**src/rtl/msd_pkg.sv**
```systemverilog
// shared types and constants for the mean / standard deviation bounds block
// no dependencies; imported by msd_divider, msd_sqrt and the top level
package msd_pkg;

    // fixed widths of the result fields
    localparam int MEAN_W  = 16;
    localparam int BOUND_W = 17;
    localparam int COUNT_W = 5;

    // status of an iterative arithmetic unit
    typedef struct packed {
        logic busy;
        logic done;
    } t_unit_stat;

endpackage

```
**src/rtl/mean_std_deviation_bounds_core.sv**
```systemverilog
// One sample item per cycle while loading; input stalled from the last item to the result.
// Last item to result: a mean divider run, a pass over the sample store, a variance divider
// run, the root, then the output register, plus any output stall.
// Both divider runs use the one shared divider.
// Synchronous active-low reset clears sum, count, flags, sequencer and output valid.
module mean_std_deviation_bounds_core import msd_pkg::*; #(
    parameter int MAX_SAMPLES = 16,
    parameter int SAMPLE_BITS = 16
) (
    input  logic                   i_clk,
    input  logic                   i_rst_n,
    input  logic                   i_valid,
    output logic                   o_stall,
    input  logic [SAMPLE_BITS-1:0] i_sample,
    input  logic                   i_last_sample,
    output logic                   o_valid,
    input  logic                   i_stall,
    output logic [MEAN_W-1:0]      o_mean,
    output logic [BOUND_W-1:0]     o_low_bound,
    output logic [BOUND_W-1:0]     o_high_bound,
    output logic [COUNT_W-1:0]     o_sample_count,
    output logic                   o_truncated
);

    localparam int AW    = $clog2(MAX_SAMPLES);
    localparam int CW    = $clog2(MAX_SAMPLES + 1);
    localparam int SUMW  = SAMPLE_BITS + CW;
    localparam int SQRW  = 2 * SAMPLE_BITS;
    localparam int ACCW  = SQRW + CW;
    localparam int EXTW  = SAMPLE_BITS + CW + BOUND_W;
    localparam logic [CW-1:0] FULL = CW'(MAX_SAMPLES);

    // sequencer states
    localparam logic [2:0] S_LOAD = 3'd0;
    localparam logic [2:0] S_MEAN = 3'd1;
    localparam logic [2:0] S_SQ   = 3'd2;
    localparam logic [2:0] S_VAR  = 3'd3;
    localparam logic [2:0] S_ROOT = 3'd4;
    localparam logic [2:0] S_OUT  = 3'd5;

    logic [2:0]             r_state, n_state;
    logic                   r_div_start, n_div_start;
    logic                   r_root_start, n_root_start;

    logic [SAMPLE_BITS-1:0] r_mem [MAX_SAMPLES];
    logic [SAMPLE_BITS-1:0] r_rd_data;
    logic [SUMW-1:0]        r_sum;
    logic [CW-1:0]          r_count;
    logic                   r_overflow;
    logic [CW-1:0]          r_idx;
    logic                   r_p1;
    logic                   r_p2;
    logic [SQRW-1:0]        r_sqr;
    logic [ACCW-1:0]        r_acc;
    logic [SAMPLE_BITS-1:0] r_mean;
    logic [SAMPLE_BITS-1:0] r_dev;

    logic                   r_out_valid;
    logic [MEAN_W-1:0]      r_out_mean;
    logic [BOUND_W-1:0]     r_out_low;
    logic [BOUND_W-1:0]     r_out_high;
    logic [COUNT_W-1:0]     r_out_count;
    logic                   r_out_trunc;

    logic                   w_accept;
    logic                   w_out_free;
    logic                   w_issue;
    logic                   w_pass_end;
    logic [SAMPLE_BITS-1:0] w_absd;
    logic [ACCW-1:0]        w_dividend;
    logic [ACCW-1:0]        w_quo;
    logic [SAMPLE_BITS-1:0] w_root;
    t_unit_stat             w_div_stat;
    t_unit_stat             w_root_stat;
    logic [EXTW-1:0]        w_mean_x;
    logic [EXTW-1:0]        w_dev_x;
    logic [EXTW-1:0]        w_low_x;
    logic [EXTW-1:0]        w_high_x;
    logic [EXTW-1:0]        w_count_x;

    assign w_accept   = i_valid && (r_state == S_LOAD);
    assign w_out_free = !r_out_valid || !i_stall;
    assign w_issue    = (r_state == S_SQ) && (r_idx != r_count);
    assign w_pass_end = (r_state == S_SQ) && (r_idx == r_count) && !r_p1 && !r_p2;

    // shared divider: sum / count, then squared deviations / count
    assign w_dividend = (r_state == S_MEAN) ? ACCW'(r_sum) : r_acc;

    msd_divider #(
        .DIVIDEND_W (ACCW),
        .DIVISOR_W  (CW)
    ) u_div (
        .i_clk      (i_clk),
        .i_rst_n    (i_rst_n),
        .i_start    (r_div_start),
        .i_dividend (w_dividend),
        .i_divisor  (r_count),
        .o_stat     (w_div_stat),
        .o_quotient (w_quo)
    );

    msd_sqrt #(
        .IN_W    (SQRW)
    ) u_sqrt (
        .i_clk   (i_clk),
        .i_rst_n (i_rst_n),
        .i_start (r_root_start),
        .i_value (w_quo[SQRW-1:0]),
        .o_stat  (w_root_stat),
        .o_root  (w_root)
    );

    // sequencer
    always_comb begin
        n_state      = r_state;
        n_div_start  = 1'b0;
        n_root_start = 1'b0;
        case (r_state)
            S_LOAD: begin
                if (w_accept && i_last_sample && !w_div_stat.busy) begin
                    n_state     = S_MEAN;
                    n_div_start = 1'b1;
                end
            end
            S_MEAN: begin
                if (w_div_stat.done) begin
                    n_state = S_SQ;
                end
            end
            S_SQ: begin
                if (w_pass_end) begin
                    n_state     = S_VAR;
                    n_div_start = 1'b1;
                end
            end
            S_VAR: begin
                if (w_div_stat.done) begin
                    n_state      = S_ROOT;
                    n_root_start = 1'b1;
                end
            end
            S_ROOT: begin
                if (w_root_stat.done) begin
                    n_state = S_OUT;
                end
            end
            S_OUT: begin
                if (w_out_free) begin
                    n_state = S_LOAD;
                end
            end
            default: begin
                n_state = S_LOAD;
            end
        endcase
    end

    always_ff @(posedge i_clk) begin
        if (!i_rst_n) begin
            r_state      <= S_LOAD;
            r_div_start  <= 1'b0;
            r_root_start <= 1'b0;
        end else begin
            r_state      <= n_state;
            r_div_start  <= n_div_start;
            r_root_start <= n_root_start;
        end
    end

    // sample store, one write port and one registered read port
    always_ff @(posedge i_clk) begin
        if (w_accept && (r_count != FULL)) begin
            r_mem[r_count[AW-1:0]] <= i_sample;
        end
        r_rd_data <= r_mem[r_idx[AW-1:0]];
    end

    // running sum, count and overflow flag
    always_ff @(posedge i_clk) begin
        if (!i_rst_n) begin
            r_sum      <= '0;
            r_count    <= '0;
            r_overflow <= 1'b0;
        end else if ((r_state == S_OUT) && w_out_free) begin
            r_sum      <= '0;
            r_count    <= '0;
            r_overflow <= 1'b0;
        end else if (w_accept) begin
            if (r_count != FULL) begin
                r_sum   <= r_sum + SUMW'(i_sample);
                r_count <= r_count + 1'b1;
            end else begin
                r_overflow <= 1'b1;
            end
        end
    end

    // deviation pass: read, square, accumulate
    assign w_absd = (r_rd_data >= r_mean) ? (r_rd_data - r_mean) : (r_mean - r_rd_data);

    always_ff @(posedge i_clk) begin
        if (!i_rst_n) begin
            r_p1 <= 1'b0;
            r_p2 <= 1'b0;
        end else begin
            r_p1 <= w_issue;
            r_p2 <= r_p1;
        end
    end

    always_ff @(posedge i_clk) begin
        if ((r_state == S_MEAN) && w_div_stat.done) begin
            r_mean <= w_quo[SAMPLE_BITS-1:0];
            r_idx  <= '0;
            r_acc  <= '0;
        end else begin
            if (w_issue) begin
                r_idx <= r_idx + 1'b1;
            end
            if (r_p2) begin
                r_acc <= r_acc + ACCW'(r_sqr);
            end
        end
        r_sqr <= {{SAMPLE_BITS{1'b0}}, w_absd} * {{SAMPLE_BITS{1'b0}}, w_absd};
        if ((r_state == S_ROOT) && w_root_stat.done) begin
            r_dev <= w_root;
        end
    end

    // result fields, truncated to their widths
    assign w_mean_x  = EXTW'(r_mean);
    assign w_dev_x   = EXTW'(r_dev);
    assign w_low_x   = w_mean_x - w_dev_x;
    assign w_high_x  = w_mean_x + w_dev_x;
    assign w_count_x = EXTW'(r_count);

    // output register
    always_ff @(posedge i_clk) begin
        if (!i_rst_n) begin
            r_out_valid <= 1'b0;
        end else if ((r_state == S_OUT) && w_out_free) begin
            r_out_valid <= 1'b1;
        end else if (!i_stall) begin
            r_out_valid <= 1'b0;
        end
    end

    always_ff @(posedge i_clk) begin
        if ((r_state == S_OUT) && w_out_free) begin
            r_out_mean  <= w_mean_x[MEAN_W-1:0];
            r_out_low   <= w_low_x[BOUND_W-1:0];
            r_out_high  <= w_high_x[BOUND_W-1:0];
            r_out_count <= w_count_x[COUNT_W-1:0];
            r_out_trunc <= r_overflow;
        end
    end

    assign o_stall        = (r_state != S_LOAD);
    assign o_valid        = r_out_valid;
    assign o_mean         = r_out_mean;
    assign o_low_bound    = r_out_low;
    assign o_high_bound   = r_out_high;
    assign o_sample_count = r_out_count;
    assign o_truncated    = r_out_trunc;

endmodule

```
**src/rtl/msd_divider.sv**
```systemverilog
// restoring divider, one quotient bit per cycle
// depends on msd_pkg (t_unit_stat)
module msd_divider import msd_pkg::*; #(
    parameter int DIVIDEND_W = 37,
    parameter int DIVISOR_W  = 5
) (
    input  logic                  i_clk,
    input  logic                  i_rst_n,
    input  logic                  i_start,
    input  logic [DIVIDEND_W-1:0] i_dividend,
    input  logic [DIVISOR_W-1:0]  i_divisor,
    output t_unit_stat            o_stat,
    output logic [DIVIDEND_W-1:0] o_quotient
);

    localparam int CNT_W = $clog2(DIVIDEND_W + 1);
    localparam logic [CNT_W-1:0] STEPS = CNT_W'(DIVIDEND_W);

    logic [DIVIDEND_W-1:0] r_quo;
    logic [DIVISOR_W-1:0]  r_rem;
    logic [DIVISOR_W-1:0]  r_div;
    logic [CNT_W-1:0]      r_cnt;
    logic                  r_busy;
    logic                  r_done;

    logic [DIVISOR_W:0]    w_trial;
    logic [DIVISOR_W:0]    w_diff;

    // trial subtract of the shifted remainder
    assign w_trial = {r_rem, r_quo[DIVIDEND_W-1]};
    assign w_diff  = w_trial - {1'b0, r_div};

    // control
    always_ff @(posedge i_clk) begin
        if (!i_rst_n) begin
            r_busy <= 1'b0;
            r_done <= 1'b0;
            r_cnt  <= '0;
        end else begin
            r_done <= 1'b0;
            if (i_start) begin
                r_busy <= 1'b1;
                r_cnt  <= STEPS;
            end else if (r_busy) begin
                r_cnt <= r_cnt - 1'b1;
                if (r_cnt == CNT_W'(1)) begin
                    r_busy <= 1'b0;
                    r_done <= 1'b1;
                end
            end
        end
    end

    // datapath
    always_ff @(posedge i_clk) begin
        if (i_start) begin
            r_quo <= i_dividend;
            r_rem <= '0;
            r_div <= i_divisor;
        end else if (r_busy) begin
            if (!w_diff[DIVISOR_W]) begin
                r_rem <= w_diff[DIVISOR_W-1:0];
                r_quo <= {r_quo[DIVIDEND_W-2:0], 1'b1};
            end else begin
                r_rem <= w_trial[DIVISOR_W-1:0];
                r_quo <= {r_quo[DIVIDEND_W-2:0], 1'b0};
            end
        end
    end

    assign o_stat.busy = r_busy;
    assign o_stat.done = r_done;
    assign o_quotient  = r_quo;

endmodule

```
**src/rtl/msd_sqrt.sv**
```systemverilog
// floor integer square root, one result bit per cycle
// depends on msd_pkg (t_unit_stat); IN_W must be even
module msd_sqrt import msd_pkg::*; #(
    parameter int IN_W = 32
) (
    input  logic              i_clk,
    input  logic              i_rst_n,
    input  logic              i_start,
    input  logic [IN_W-1:0]   i_value,
    output t_unit_stat        o_stat,
    output logic [IN_W/2-1:0] o_root
);

    logic [IN_W-1:0] r_rem;
    logic [IN_W-1:0] r_res;
    logic [IN_W-1:0] r_bit;
    logic            r_busy;
    logic            r_done;

    logic [IN_W-1:0] w_sum;

    assign w_sum = r_res + r_bit;

    // control: stop after the weight-one step
    always_ff @(posedge i_clk) begin
        if (!i_rst_n) begin
            r_busy <= 1'b0;
            r_done <= 1'b0;
        end else begin
            r_done <= 1'b0;
            if (i_start) begin
                r_busy <= 1'b1;
            end else if (r_busy && r_bit[0]) begin
                r_busy <= 1'b0;
                r_done <= 1'b1;
            end
        end
    end

    // datapath
    always_ff @(posedge i_clk) begin
        if (i_start) begin
            r_rem <= i_value;
            r_res <= '0;
            r_bit <= {2'b01, {(IN_W-2){1'b0}}};
        end else if (r_busy) begin
            if (r_rem >= w_sum) begin
                r_rem <= r_rem - w_sum;
                r_res <= (r_res >> 1) + r_bit;
            end else begin
                r_res <= r_res >> 1;
            end
            r_bit <= r_bit >> 2;
        end
    end

    assign o_stat.busy = r_busy;
    assign o_stat.done = r_done;
    assign o_root      = r_res[IN_W/2-1:0];

endmodule
```
**config.mk**
```make
export PLATFORM = sky130hd
export DESIGN_NAME = mean_std_deviation_bounds_core
export DESIGN_NICKNAME = d
export VERILOG_FILES = /design/src/rtl/msd_pkg.sv /design/src/rtl/mean_std_deviation_bounds_core.sv /design/src/rtl/msd_divider.sv /design/src/rtl/msd_sqrt.sv
export SDC_FILE = /design/constraint.sdc
export NUM_CORES = 2
export LEC_CHECK = 0
export ABC_CLOCK_PERIOD_IN_PS = 7850
export BUFFER_PORTS_ARGS = -buffer_cell sky130_fd_sc_hd__buf_2
export CAP_MARGIN = 25
export CORE_MARGIN = 5
export CORE_UTILIZATION = 40
export DETAILED_ROUTE_END_ITERATION = 6
export PLACE_DENSITY = 0.61
export SLEW_MARGIN = 20
export SYNTH_ARGS = -nofsm -noshare
export SYNTH_HDL_FRONTEND = slang
export SYNTH_HIERARCHICAL = 1
export SYNTH_SLANG_ARGS = --single-unit
```
**constraint.sdc**
```tcl
create_clock -name i_clk -period 7.85 [get_ports i_clk]
set_input_delay 0.3925 -clock i_clk [delete_from_list [all_inputs] [get_ports i_clk]]
set_output_delay 0.3925 -clock i_clk [all_outputs]
set_load 0.005 [all_outputs]
```
==> results.toml <==
[cells_and_area]
area_growth_pct = 17.6
drive_gt1_share_pct = 22.5
final_cell_mix = "edfxtp_1, inv_1, buf_4"
final_util_pct = 47.5
nNetsFinal = 4211
finalInstanceArea_sq_um = 45200
final_common_cell = "edfxtp_1"
seq_area_sq_um = 16300
multi_input_area_sq_um = 20900
nFillCells = 8616

[floorplanning]
dieHeight_um = 320
core_area_sq_um = 95200
io_pins = 79
initial_core_util_pct = 40.4
dieArea_sq_um = 102000
row_count = 113
die_w_um = 320

[timing]
fin_crit_ns = 7.76
finalCritPeriodShare_pct = 98.8
worstMarginPinSlew_ns = 1.03
relSlewSlack_pct = 31.4
grt_setup_unrepaired = "yes"
hold_violations = 0
setup_violations = 0
final_max_slew_viol_count = 0
finalClockSkew_ns = 0.0375
fmax_ghz = 0.129

[critical_path]
cp.required_ns = 8.24
path_common_cell = "buf_4"
rrSetupSlack_ns = 0.09
arrival_ns = 8.15
cp_max_fo = 3
r2r_end = "o_low_bound[16]$_DFFE_PP_"
cp-start-kind = "register"
reg2reg_from = "r_mean[0]$_DFFE_PP_"
path_class = "reg2reg"
critPathCapture = "o_low_bound[16]$_DFFE_PP_"
cp-end-kind = "register"
max_stage_delay_ns = 0.40
startpoint = "r_mean[0]$_DFFE_PP_"
reg2regPathDepth = 54
cp_slowest_cell = "edfxtp_1"

[status]
status = "completed"

[global_route]
grt_util_all_layers_pct = 18.2
grt_overflow_total = 0
grt_max_degree = 69
grt_pass1_wl_mm = 150
grt_pass1_vias = 26762
antenna_found_initial = 2

[clock_network]
clk_path_buf_depth = 3
cts.sinks = 604
cts_root_buf = "clkbuf_16"
h-tree-depth = 2
cts_buffers = 60
clk_latency_ns = 0.67
clk_pin_slew_ns = 0.07
cts_tree = "yes"

[drt]
drc_errors = 0
routedWlPerCell_um = 18.9
firstDrtPassIters = 5
totalWireLength_mm = 95.2
vias_per_cell = 5.24
drtAntennaViolNets = 0
drt_iter0_drc = 1447
vias = 26452

[job]
cap_violations = 0

[place]
port_buffers = 78
hpwl_mm = 69.8
gp_congestion = 0.878
place_area_sq_um = 41700

[synthesis]
syn_inst = 3435
avgSynthCellArea_sq_um = 11.2
yosys_warnings = 6
syn_nets = 3914
synth.cell_area_sq_um = 38400

[worst_hold_path]
hp-class = "in2reg"
[per-layer routing]
layer  GRT usage [%]  vias up  share of wire, %
met3            2.07      142               3.6
met4            4.71        0               2.7
met1            25.4    13081                46
met2            30.6      504                47
li1                -    12725                 -
met5               0        -                 0
[worst min path at each step]
| stage | startpoint | to | slack, ns | cells after the start |
|---|---|---|---|---|
| 2_1_floorplan | r_overflow$_SDFFE_PP0P_ | o_truncated$_DFFE_PP_ | 0.41 | 0 |
| 3_3_place_gp | r_p1$_SDFF_PN0_ | r_p2$_SDFF_PN0_ | 0.43 | 1 |
| 3_5_place_dp | r_p1$_SDFF_PN0_ | r_p2$_SDFF_PN0_ | 0.43 | 1 |
| 4_1_cts | i_sample[14] | r_mem[13][14]$_DFFE_PP_ | 0.08 | 1 |
| 5_1_grt | i_sample[14] | r_mem[13][14]$_DFFE_PP_ | 0.1 | 1 |
| 6_report | i_sample[14] | r_mem[13][14]$_DFFE_PP_ | 0.12 | 1 |
[state kept, by name, summed over array words and instances (netlist names), 3 cells and up]
name / count
o_low_bound: 17
r_acc: 37
o_high_bound: 16
r_sum: 21
r_rd_data: 16
r_idx: 5
u_sqrt/r_res: 32
u_sqrt/r_bit: 16
u_div/o_quotient: 37
r_mem: 256
r_sqr: 31
r_state: 3
u_div/r_cnt: 6
u_div/r_div: 5
o_sample_count: 5
r_dev: 16
r_count: 5
o_mean: 16
r_mean: 16
u_div/r_rem: 5
u_sqrt/r_rem: 32
[through the flow]
| stage | worst slack (ns) | hold WS (ns) | setup TNS [ns] | cells |
|---|---|---|---|---|
| 2_1_floorplan | 0.0109 | 0.409 | 0 | 3435 |
| 3_3_place_gp | -0.247 | 0.427 | -1.79 | 4860 |
| 3_5_place_dp | -0.279 | 0.435 | -2.35 | 4864 |
| 4_1_cts | -0.0101 | 0.0750 | -0.0195 | 5032 |
| 5_1_grt | -0.124 | 0.0964 | -0.703 | 5049 |
| 6_report | 0.0939 | 0.122 | 0 | 5050 |
[cell type report]
cell class              count  share of cell area [%]
clock buffers              74                    3.55
repair buffers            389                    6.48
diodes                      1                 0.00554
multi-input cells        2314                    46.2
inverters                 363                    3.06
well taps                1265                    3.51
clock inverters            40                    1.12
flip-flops and latches    604                    36.1
[critical path: cells and delay by family, from the launching register on]
kind            cells  cell delay [ns]
compound gates      8             1.18
fa+ha+maj           2             0.55
buf+inv            42             5.08
flops               1             0.40
simple gates        2             0.31
[timing repair]
item,4_1_cts,5_1_grt
hold buffers,1,0
gates resized for setup,35,166
pin swaps,18,96
setup buffers,52,17
gates cloned,1,0
setup endpoints to repair,13,23
hold endpoints to repair,1,0
Power is left out: the tool's default activity adds up to more than one toggle a clock period on the data nets, which glitch-free logic cannot reach.
